===== src/hw/rtl/hcd_pkg.sv =====
// shared types and codes for the chunked body decoder
// no dependencies; imported by every module of the block
`default_nettype none

package hcd_pkg;

    // result kinds
    localparam logic [1:0] K_DATA  = 2'd0;
    localparam logic [1:0] K_END   = 2'd1;
    localparam logic [1:0] K_BAD   = 2'd2;
    localparam logic [1:0] K_TRUNC = 2'd3;

    // framing characters
    localparam logic [7:0] CH_CR = 8'h0d;
    localparam logic [7:0] CH_LF = 8'h0a;

    // result queue depth
    localparam int unsigned QDEPTH = 2;
    localparam int unsigned QAW    = $clog2(QDEPTH);

    // one result word
    typedef struct packed {
        logic [7:0]  data_byte;
        logic [1:0]  kind;
        logic [31:0] total_length;
        logic        run_last;
    } t_res;

    // what the parser reports for the byte it is handed
    typedef struct packed {
        logic        has_prim;   // data, end or bad result
        logic [7:0]  prim_data;
        logic [1:0]  prim_kind;
        logic [31:0] prim_total;
        logic        trunc;      // truncated result follows
        logic [31:0] trunc_total;
    } t_step;

endpackage

`default_nettype wire


===== src/hw/rtl/hcd_parse.sv =====
// size line / data phase tracker of the chunked body decoder
// depends on hcd_pkg
`default_nettype none

module hcd_parse
    import hcd_pkg::*;
#(
    parameter int MAX_SIZE_DIGITS = 8
) (
    input  wire logic       i_clk,
    input  wire logic       i_rst_n,
    input  wire logic       i_proc,
    input  wire logic [7:0] i_in_byte,
    input  wire logic       i_last_byte,
    output t_step           o_step
);

    localparam logic [1:0] PH_SIZE = 2'd0;
    localparam logic [1:0] PH_DATA = 2'd1;
    localparam logic [1:0] PH_DONE = 2'd2;
    localparam logic [1:0] PH_FAIL = 2'd3;

    localparam logic [3:0] DigitLimit = 4'(MAX_SIZE_DIGITS);

    logic [1:0]  r_phase, n_phase;
    logic        r_cr, n_cr;
    logic [3:0]  r_dcnt, n_dcnt;
    logic [31:0] r_acc, n_acc;
    logic [31:0] r_left, n_left;
    logic [31:0] r_cnt, n_cnt;

    logic        hex_ok;
    logic [3:0]  hex_val;
    logic [31:0] cnt_inc;
    logic        bad;

    // hex digit decode
    always_comb begin
        hex_ok  = 1'b1;
        hex_val = 4'd0;
        if (i_in_byte >= 8'h30 && i_in_byte <= 8'h39) begin
            hex_val = 4'(i_in_byte - 8'h30);
        end else if (i_in_byte >= 8'h41 && i_in_byte <= 8'h46) begin
            hex_val = 4'(i_in_byte - 8'h41 + 8'd10);
        end else if (i_in_byte >= 8'h61 && i_in_byte <= 8'h66) begin
            hex_val = 4'(i_in_byte - 8'h61 + 8'd10);
        end else begin
            hex_ok = 1'b0;
        end
    end

    assign cnt_inc = (r_cnt == 32'hffff_ffff) ? r_cnt : r_cnt + 32'd1;

    always_comb begin
        n_phase = r_phase;
        n_cr    = r_cr;
        n_dcnt  = r_dcnt;
        n_acc   = r_acc;
        n_left  = r_left;
        n_cnt   = r_cnt;
        bad     = 1'b0;

        o_step            = '0;
        o_step.prim_total = r_cnt;

        case (r_phase)
            PH_DATA: begin
                n_cnt             = cnt_inc;
                o_step.has_prim   = 1'b1;
                o_step.prim_kind  = K_DATA;
                o_step.prim_data  = i_in_byte;
                o_step.prim_total = cnt_inc;
                n_left            = r_left - 32'd1;
                if (n_left == 32'd0) begin
                    n_phase = PH_SIZE;
                    n_cr    = 1'b0;
                    n_dcnt  = 4'd0;
                    n_acc   = 32'd0;
                end
            end
            PH_SIZE: begin
                if (r_cr) begin
                    if (i_in_byte == CH_LF) begin
                        if (r_dcnt == 4'd0) begin
                            // empty line
                            n_cr = 1'b0;
                        end else if (r_acc == 32'd0) begin
                            o_step.has_prim  = 1'b1;
                            o_step.prim_kind = K_END;
                            n_phase          = PH_DONE;
                        end else begin
                            n_left  = r_acc;
                            n_phase = PH_DATA;
                            n_cr    = 1'b0;
                            n_dcnt  = 4'd0;
                            n_acc   = 32'd0;
                        end
                    end else begin
                        bad = 1'b1;   // lone cr
                    end
                end else if (i_in_byte == CH_CR) begin
                    n_cr = 1'b1;
                end else if (!hex_ok || r_dcnt >= DigitLimit) begin
                    bad = 1'b1;
                end else begin
                    n_acc  = {r_acc[27:0], hex_val};
                    n_dcnt = r_dcnt + 4'd1;
                end
                if (bad) begin
                    o_step.has_prim  = 1'b1;
                    o_step.prim_kind = K_BAD;
                    n_phase          = PH_FAIL;
                end
            end
            default: begin
                // done or failed: swallow bytes until the body ends
            end
        endcase

        o_step.trunc_total = n_cnt;
        o_step.trunc       = i_last_byte && (n_phase == PH_SIZE || n_phase == PH_DATA);

        if (i_last_byte) begin
            n_phase = PH_SIZE;
            n_cr    = 1'b0;
            n_dcnt  = 4'd0;
            n_acc   = 32'd0;
            n_left  = 32'd0;
            n_cnt   = 32'd0;
        end
    end

    always_ff @(posedge i_clk) begin
        if (!i_rst_n) begin
            r_phase <= PH_SIZE;
            r_cr    <= 1'b0;
            r_dcnt  <= 4'd0;
            r_acc   <= 32'd0;
            r_left  <= 32'd0;
            r_cnt   <= 32'd0;
        end else if (i_proc) begin
            r_phase <= n_phase;
            r_cr    <= n_cr;
            r_dcnt  <= n_dcnt;
            r_acc   <= n_acc;
            r_left  <= n_left;
            r_cnt   <= n_cnt;
        end
    end

endmodule

`default_nettype wire


===== src/hw/rtl/hcd_outq.sv =====
// small result queue that decouples the parser from output stalls
// depends on hcd_pkg
`default_nettype none

module hcd_outq
    import hcd_pkg::*;
(
    input  wire logic i_clk,
    input  wire logic i_rst_n,
    input  wire logic i_push,
    input  t_res      i_word,
    output logic      o_room,
    output logic      o_valid,
    input  wire logic i_stall,
    output t_res      o_word
);

    t_res             r_mem [QDEPTH];
    logic [QAW-1:0]   r_wp, r_rp;
    logic [QAW:0]     r_cnt, n_cnt;
    logic             pop;

    assign o_valid = (r_cnt != '0);
    assign o_room  = (r_cnt != (QAW+1)'(QDEPTH));
    assign pop     = o_valid && !i_stall;
    assign o_word  = r_mem[r_rp];

    always_comb begin
        n_cnt = r_cnt;
        if (i_push && !pop) begin
            n_cnt = r_cnt + 1'b1;
        end else if (pop && !i_push) begin
            n_cnt = r_cnt - 1'b1;
        end
    end

    always_ff @(posedge i_clk) begin
        if (i_push) begin
            r_mem[r_wp] <= i_word;
        end
    end

    always_ff @(posedge i_clk) begin
        if (!i_rst_n) begin
            r_wp  <= '0;
            r_rp  <= '0;
            r_cnt <= '0;
        end else begin
            r_cnt <= n_cnt;
            if (i_push) begin
                r_wp <= r_wp + 1'b1;
            end
            if (pop) begin
                r_rp <= r_rp + 1'b1;
            end
        end
    end

endmodule

`default_nettype wire


===== src/hw/rtl/http_chunked_decoder.sv =====
// top level of the http chunked transfer decoder
// depends on hcd_pkg, hcd_parse, hcd_outq
// usage:
//   input channel: one body byte per word (i_in_byte, i_last_byte) on
//   i_valid / o_stall; a word is taken at a rising edge with i_valid high
//   and o_stall low. i_last_byte marks the final byte of a body, after
//   which the decoder is back in its reset state for the next body.
//   output channel: result words (o_data_byte, o_kind, o_total_length,
//   o_run_last) on o_valid / i_stall. kinds are data, end of body at the
//   zero chunk, bad size line, and truncated body. a byte yields zero,
//   one or two words; o_run_last marks the last word of a byte.
//   path: a byte taken passes the input register, then the result queue,
//   before its first result word is on the output.
//   throughput: one byte per cycle while the queue has room; a byte that
//   yields two words (the truncation word behind a data word) holds the
//   input while the second word is queued.
//   output stalls: the two-entry result queue absorbs them; o_stall rises
//   while the input register holds a byte and the queue is full or a
//   truncation word is still waiting.
//   reset: synchronous, active low; clears parser state, queue, input reg.
`default_nettype none

module http_chunked_decoder
    import hcd_pkg::*;
#(
    parameter int MAX_SIZE_DIGITS = 8
) (
    input  wire logic        i_clk,
    input  wire logic        i_rst_n,
    // input channel
    input  wire logic        i_valid,
    output logic             o_stall,
    input  wire logic [7:0]  i_in_byte,
    input  wire logic        i_last_byte,
    // output channel
    output logic             o_valid,
    input  wire logic        i_stall,
    output logic [7:0]       o_data_byte,
    output logic [1:0]       o_kind,
    output logic [31:0]      o_total_length,
    output logic             o_run_last
);

    // input register
    logic        r_in_valid;
    logic [7:0]  r_in_byte;
    logic        r_in_last;

    // truncation word waiting behind a data word
    logic        r_pend;
    logic [31:0] r_pend_total;

    logic        room;
    logic        proc;
    logic        accept;
    logic        push;
    t_res        push_word;
    t_res        out_word;
    t_step       step;

    // parse only when the queue can take a word and no truncation is waiting
    assign proc    = r_in_valid && !r_pend && room;
    assign o_stall = r_in_valid && !proc;
    assign accept  = i_valid && !o_stall;

    always_ff @(posedge i_clk) begin
        if (accept) begin
            r_in_byte <= i_in_byte;
            r_in_last <= i_last_byte;
        end
    end

    always_ff @(posedge i_clk) begin
        if (!i_rst_n) begin
            r_in_valid <= 1'b0;
        end else if (accept) begin
            r_in_valid <= 1'b1;
        end else if (proc) begin
            r_in_valid <= 1'b0;
        end
    end

    hcd_parse #(
        .MAX_SIZE_DIGITS(MAX_SIZE_DIGITS)
    ) u_parse (
        .i_clk       (i_clk),
        .i_rst_n     (i_rst_n),
        .i_proc      (proc),
        .i_in_byte   (r_in_byte),
        .i_last_byte (r_in_last),
        .o_step      (step)
    );

    // queue write: pending truncation first, else this byte's first word
    always_comb begin
        push      = 1'b0;
        push_word = '0;
        if (r_pend) begin
            push                   = room;
            push_word.kind         = K_TRUNC;
            push_word.total_length = r_pend_total;
            push_word.run_last     = 1'b1;
        end else if (proc && step.has_prim) begin
            push                   = 1'b1;
            push_word.data_byte    = step.prim_data;
            push_word.kind         = step.prim_kind;
            push_word.total_length = step.prim_total;
            push_word.run_last     = !step.trunc;
        end else if (proc && step.trunc) begin
            push                   = 1'b1;
            push_word.kind         = K_TRUNC;
            push_word.total_length = step.trunc_total;
            push_word.run_last     = 1'b1;
        end
    end

    always_ff @(posedge i_clk) begin
        if (proc && step.has_prim && step.trunc) begin
            r_pend_total <= step.trunc_total;
        end
    end

    always_ff @(posedge i_clk) begin
        if (!i_rst_n) begin
            r_pend <= 1'b0;
        end else if (r_pend && room) begin
            r_pend <= 1'b0;
        end else if (proc && step.has_prim && step.trunc) begin
            r_pend <= 1'b1;
        end
    end

    hcd_outq u_outq (
        .i_clk   (i_clk),
        .i_rst_n (i_rst_n),
        .i_push  (push),
        .i_word  (push_word),
        .o_room  (room),
        .o_valid (o_valid),
        .i_stall (i_stall),
        .o_word  (out_word)
    );

    assign o_data_byte    = out_word.data_byte;
    assign o_kind         = out_word.kind;
    assign o_total_length = out_word.total_length;
    assign o_run_last     = out_word.run_last;

endmodule

`default_nettype wire


===== config.mk =====
export PLATFORM = sky130hd
export DESIGN_NAME = http_chunked_decoder
export DESIGN_NICKNAME = d
export VERILOG_FILES = /design/src/hw/rtl/hcd_pkg.sv /design/src/hw/rtl/hcd_parse.sv /design/src/hw/rtl/hcd_outq.sv /design/src/hw/rtl/http_chunked_decoder.sv
export SDC_FILE = /design/constraint.sdc
export NUM_CORES = 1
export LEC_CHECK = 0
export ABC_AREA = 1
export BUFFER_PORTS_ARGS = -buffer_cell sky130_fd_sc_hd__buf_2
export CAP_MARGIN = 5
export CORE_MARGIN = 1
export CORE_UTILIZATION = 42
export CTS_BUF_LIST = sky130_fd_sc_hd__clkbuf_4
export DETAILED_ROUTE_END_ITERATION = 7
export GPL_TIMING_DRIVEN = 1
export SETUP_SLACK_MARGIN = 0.3
export SLEW_MARGIN = 5
export SYNTH_ARGS = -nofsm -noshare
export SYNTH_HDL_FRONTEND = slang
export SYNTH_SLANG_ARGS = --single-unit

===== constraint.sdc =====
create_clock -name i_clk -period 7.2 [get_ports i_clk]
set_input_delay 1.8 -clock i_clk [delete_from_list [all_inputs] [get_ports i_clk]]
set_output_delay 1.8 -clock i_clk [all_outputs]
set_load 0.005 [all_outputs]

# After elaboration in Yosys (flattened, before gate mapping)
# Memories as Yosys holds them, arrays and structs flattened. A register that Yosys moved wholly into a read port is not among the register bits.
# Cells that the tools add are included.
# W data, S select, Z words.
# totals
regBits	150
mem_bits_rw	86
out_inout_bits	45
mem_count	1
# mem_list
memory	words	word_bits	rd	rd_clocked_by_memory_dff	write_ports	line	source
u_outq.r_mem	2	43	1	1	1	hcd_outq.sv:18	t_res r_mem [QDEPTH];
# op_classes
addsub	12
n_lt_le_gt_ge	7
n_eq_ne	16
n_mux	81
bitwise	1
n_reduce_logical	38
# op_table
cell	n
$mux W32	16
$pmux W32 S2	2
$mux W35	3
$logic_not A32 Y1	2
$mux W4	11
$add A32 B1 Y32 const B	1
$eq A32 B32 Y1 const B	1
$sub A32 B1 Y32 const B	1
$mux W1	28
$mux W2	14
$mux W8	3
$eq A8 B4 Y1 const B	2
$ge A8 B7 Y1 const B	2
$le A8 B7 Y1 const B	2
$logic_and A1 B1 Y1	15
$ne A4 B4 Y1 const B	3
$sub A4 B1 Y4 const B	3
$ne A3 B2 Y1 const B	3
$add A4 B4 Y4 const B	2
$ge A8 B6 Y1 const B	1
$le A8 B6 Y1 const B	1
$logic_not A1 Y1	8
$ne A4 B3 Y1 const B	2
$pmux W4 S2	1
other kinds (20)	28

# Longest topological paths before layout
# logic_depth
word_depth	24
ltp_mapped	18
depth_no_buf	18

# Modules after synthesis
# Synthesis repeated with hierarchy kept, for this count alone.
# unflattened
cells_unflattened	1551
area_unflattened_um2	12832.3
# by_module_without_submodules
mod	instances	cells_per_inst	area_per_inst_um2	seq_area_each_um2
hcd_parse	1	1149	7071.8	2062.0
hcd_outq	1	170	3540.9	2682.6
http_chunked_decoder	1	232	2219.6	1271.2

# Least setup slack after synthesis
# OpenSTA, ideal clock, no wires.
# synth_path
path_kind	register to output
startpoint	register (tool-made name)
endpoint	output port o_data_byte[0]
arrival_time_ns	1.236
path_slack_ns	4.164
stages_incl_launch_ff	4
n_path_buf	2
cell_sequence	dfxtp_1 > clkbuf_1 > clkbuf_1 > mux2_2
# synth_rtl
item	line	source
end: declaration	http_chunked_decoder.sv:38	output logic [7:0] o_data_byte,

==> flow_metrics.tcl <==
set metrics [dict create \
    status "finished, final reports clean" \
    tns_ns 0 \
    fin_crit_sh 0.571 \
    nNetsFinal 1593 \
    vias 10200 \
    dpl_cell_area_mm2 0.0127 \
    ctsRootBufferMaster "clkbuf_4" \
    period_needed_ns 4.11 \
    ys_seq_area_frac 0.495 \
    synth-edff-count 127 \
    ys.flop_type "edfxtp_1" \
    syn_nets 1527 \
    wl_per_cell_um 14.7 \
    power_density_mw_per_mm2 313 \
    htree_levels 2 \
    drive_above_1_share 0.156 \
    timing.fmax_mhz 243 \
    worstSetupStartpointType "register" \
    die_x_um 172 \
    cts_buffers 59 \
    ys_seq_elements 237 \
    die_area_mm2 0.0296 \
    yosys_warnings 0 \
    yosysTopAreaCell "edfxtp_1" \
    cts_sinks 237 \
    required_ns 5.40 \
    yosysUniqueCellTypes 42 \
    setup_viol 0 \
    end_kind "output pin" \
    dp.final_hpwl_mm 20.2 \
    vias_per_cell 5.12 \
    finClkSkew_ns 0.0621 \
    drt_iter0_markers 734 \
    worst_pin_slew_ns 1.04 \
    ir_drop_mv 0.135 \
    antenna_found_initial 1 \
    core_area_mm2 0.0282 \
    drt-pass1-iter-count 5 \
    grt_max_degree 68 \
    avgSynthCellArea_um2 8.08 \
    portBuffers 57 \
    totalWireLength_mm 29.5 \
    grt_usage 0.202 \
    row_count 61 \
    clockBufferDepth 3 \
    place_congestion 0.958 \
    hold_path.class "register to register" \
    area_growth_pct 11.5 \
    insertion_delay_ns 0.70 \
    grt_first_pass_wirelength_mm 48.1 \
    clk_pin_slew_ns 0.06 \
    crit_type "register to output pin" \
    maxSlewViolCount 0 \
    rsz0062_at_grt "no" \
    synth.top_cell.area_share 0.314 \
    synth_most_common_cell "nand2_1" \
    synth_top_cells_by_count "415 x nand2_1, 155 x inv_1, 152 x nor2_1" \
    finalHoldViolations 0 \
    cap_viol_max_count 0 \
    cts_tree "built" \
    die_h_um 172 \
    synth_area_leaders "edfxtp_1 31%, dfxtp_1 18%, nand2_1 13%, inv_1 4.8%, nor2_1 4.7%" \
    crit_arrival_ns 2.31 \
    cp_max_fo 43 \
    ant_nets 0 \
    overflow 0 \
    cts_setup_buffers 0 \
    ctsResizeCount 0 \
    ctsHoldBuffers 0 \
    async_flop_share 0 \
    fin_area_mm2 0.0136 \
    initial_utilization 0.432 \
    grt_pass1_vias 9641 \
    io_pins 58 \
    leakage_nw 5.54 \
    timing.slew.headroom 0.304 \
    netlist_area_mm2 0.0122 \
    syn_inst 1504 \
    drc_errors 0 \
]
-- cells in the final DEF (no fill, tap or decap), drive strengths merged --
cell	instances
and2	1
o22ai	2
edfxtp	127
clkinvlp	1
nor3	28
a21boi	1
o21bai	2
buf	68
a31oi	3
nand3b	9
inv	158
bufinv	2
mux2	43
o21ai	82
xor2	17
nand2	423
clkinv	16
or2	2
o31ai	2
a21oi	77
a22oi	1
ha	10
nand4	62
a211oi	1
diode	1
o211ai	20
nor2	170
dfxtp	110
xnor2	13
clkbuf	95
nor4	11
nand3	63
-- through the flow --
step           cells  hold slack, ns   util  worst slack (ns)  power [W]
4_1_cts         1998           0.449  0.481              2.94    0.00429
5_1_grt         1999           0.467  0.481              2.90    0.00454
2_1_floorplan   1504           0.425      -              4.16    0.00268
3_5_place_dp    1887           0.440  0.452              3.62    0.00306
3_3_place_gp    1887           0.425  0.452              3.67    0.00305
6_report        1999           0.457  0.481              3.09    0.00424
-- where the power goes --
group	internal, W	switching [W]	total, W
clock network	0.000668	0.000540	0.00121
registers	0.00160	0.0000993	0.00170
logic	0.000467	0.000868	0.00133
total	0.00273	0.00151	0.00424
-- registers in the layout (all words and copies together) (netlist names), 4 cells and up, named ones only --
| name | cells |
|---|---|
| u_parse.r_dcnt | 4 |
| u_parse.r_acc | 32 |
| u_parse.r_cnt | 32 |
| u_parse.r_left | 32 |
| r_pend_total | 32 |
| u_outq.r_mem | 86 |
| r_in_byte | 8 |
-- critical path: stages (launching register included) --
cell and delay [ns]:
dfxtp_2 1.01, mux2_2 0.44, buf_2 0.13
-- final timing paths --
| kind | slack, ns | cells after the start | endpoint | startpoint |
|---|---|---|---|---|
| min reg2reg | 0.46 | 1 | register | u_outq.r_rp |
| max | 3.09 | 2 | o_total_length[2] | register |
| min | 0.46 | 1 | register | u_outq.r_rp |
| max reg2reg | 3.58 | 15 | u_outq.r_mem[1][2] | r_in_byte[0] |
-- cell families (layout without fill, tap and decap cells) --
logic type | count (synthesis) | count (layout) | synth area share
AO/OA/AOI/OAI | 191 | 191 | 0.0850
XOR/XNOR | 30 | 30 | 0.0216
adder cells (fa/ha/maj) | 10 | 10 | 0.0103
buffers and inverters | 224 | 340 | 0.0731
flip-flops | 237 | 237 | 0.495
multiplexers | 43 | 43 | 0.0398
other | 0 | 1 | 0
AND/OR/NAND/NOR | 769 | 769 | 0.275
-- per-layer routing --
metal,global-route usage,wire (um),vias up,share of wire
met2,0.337,13900,230,0.47
met4,0.0639,526,0,0.018
li1,-,-,5163,-
met3,0.0320,1220,44,0.041
met5,0,0,-,0
met1,0.267,13800,4793,0.47
-- final cells by class --
class	count	area [um2]
clock buffers	95	713
diodes	1	2.50
repair buffers	68	368
multi-input cells	1043	5260
fillers	2796	14600
inverters	161	604
clock inverters	16	119
well taps	378	473
flip-flops and latches	237	6020
Power figures use the tool's default switching activity.
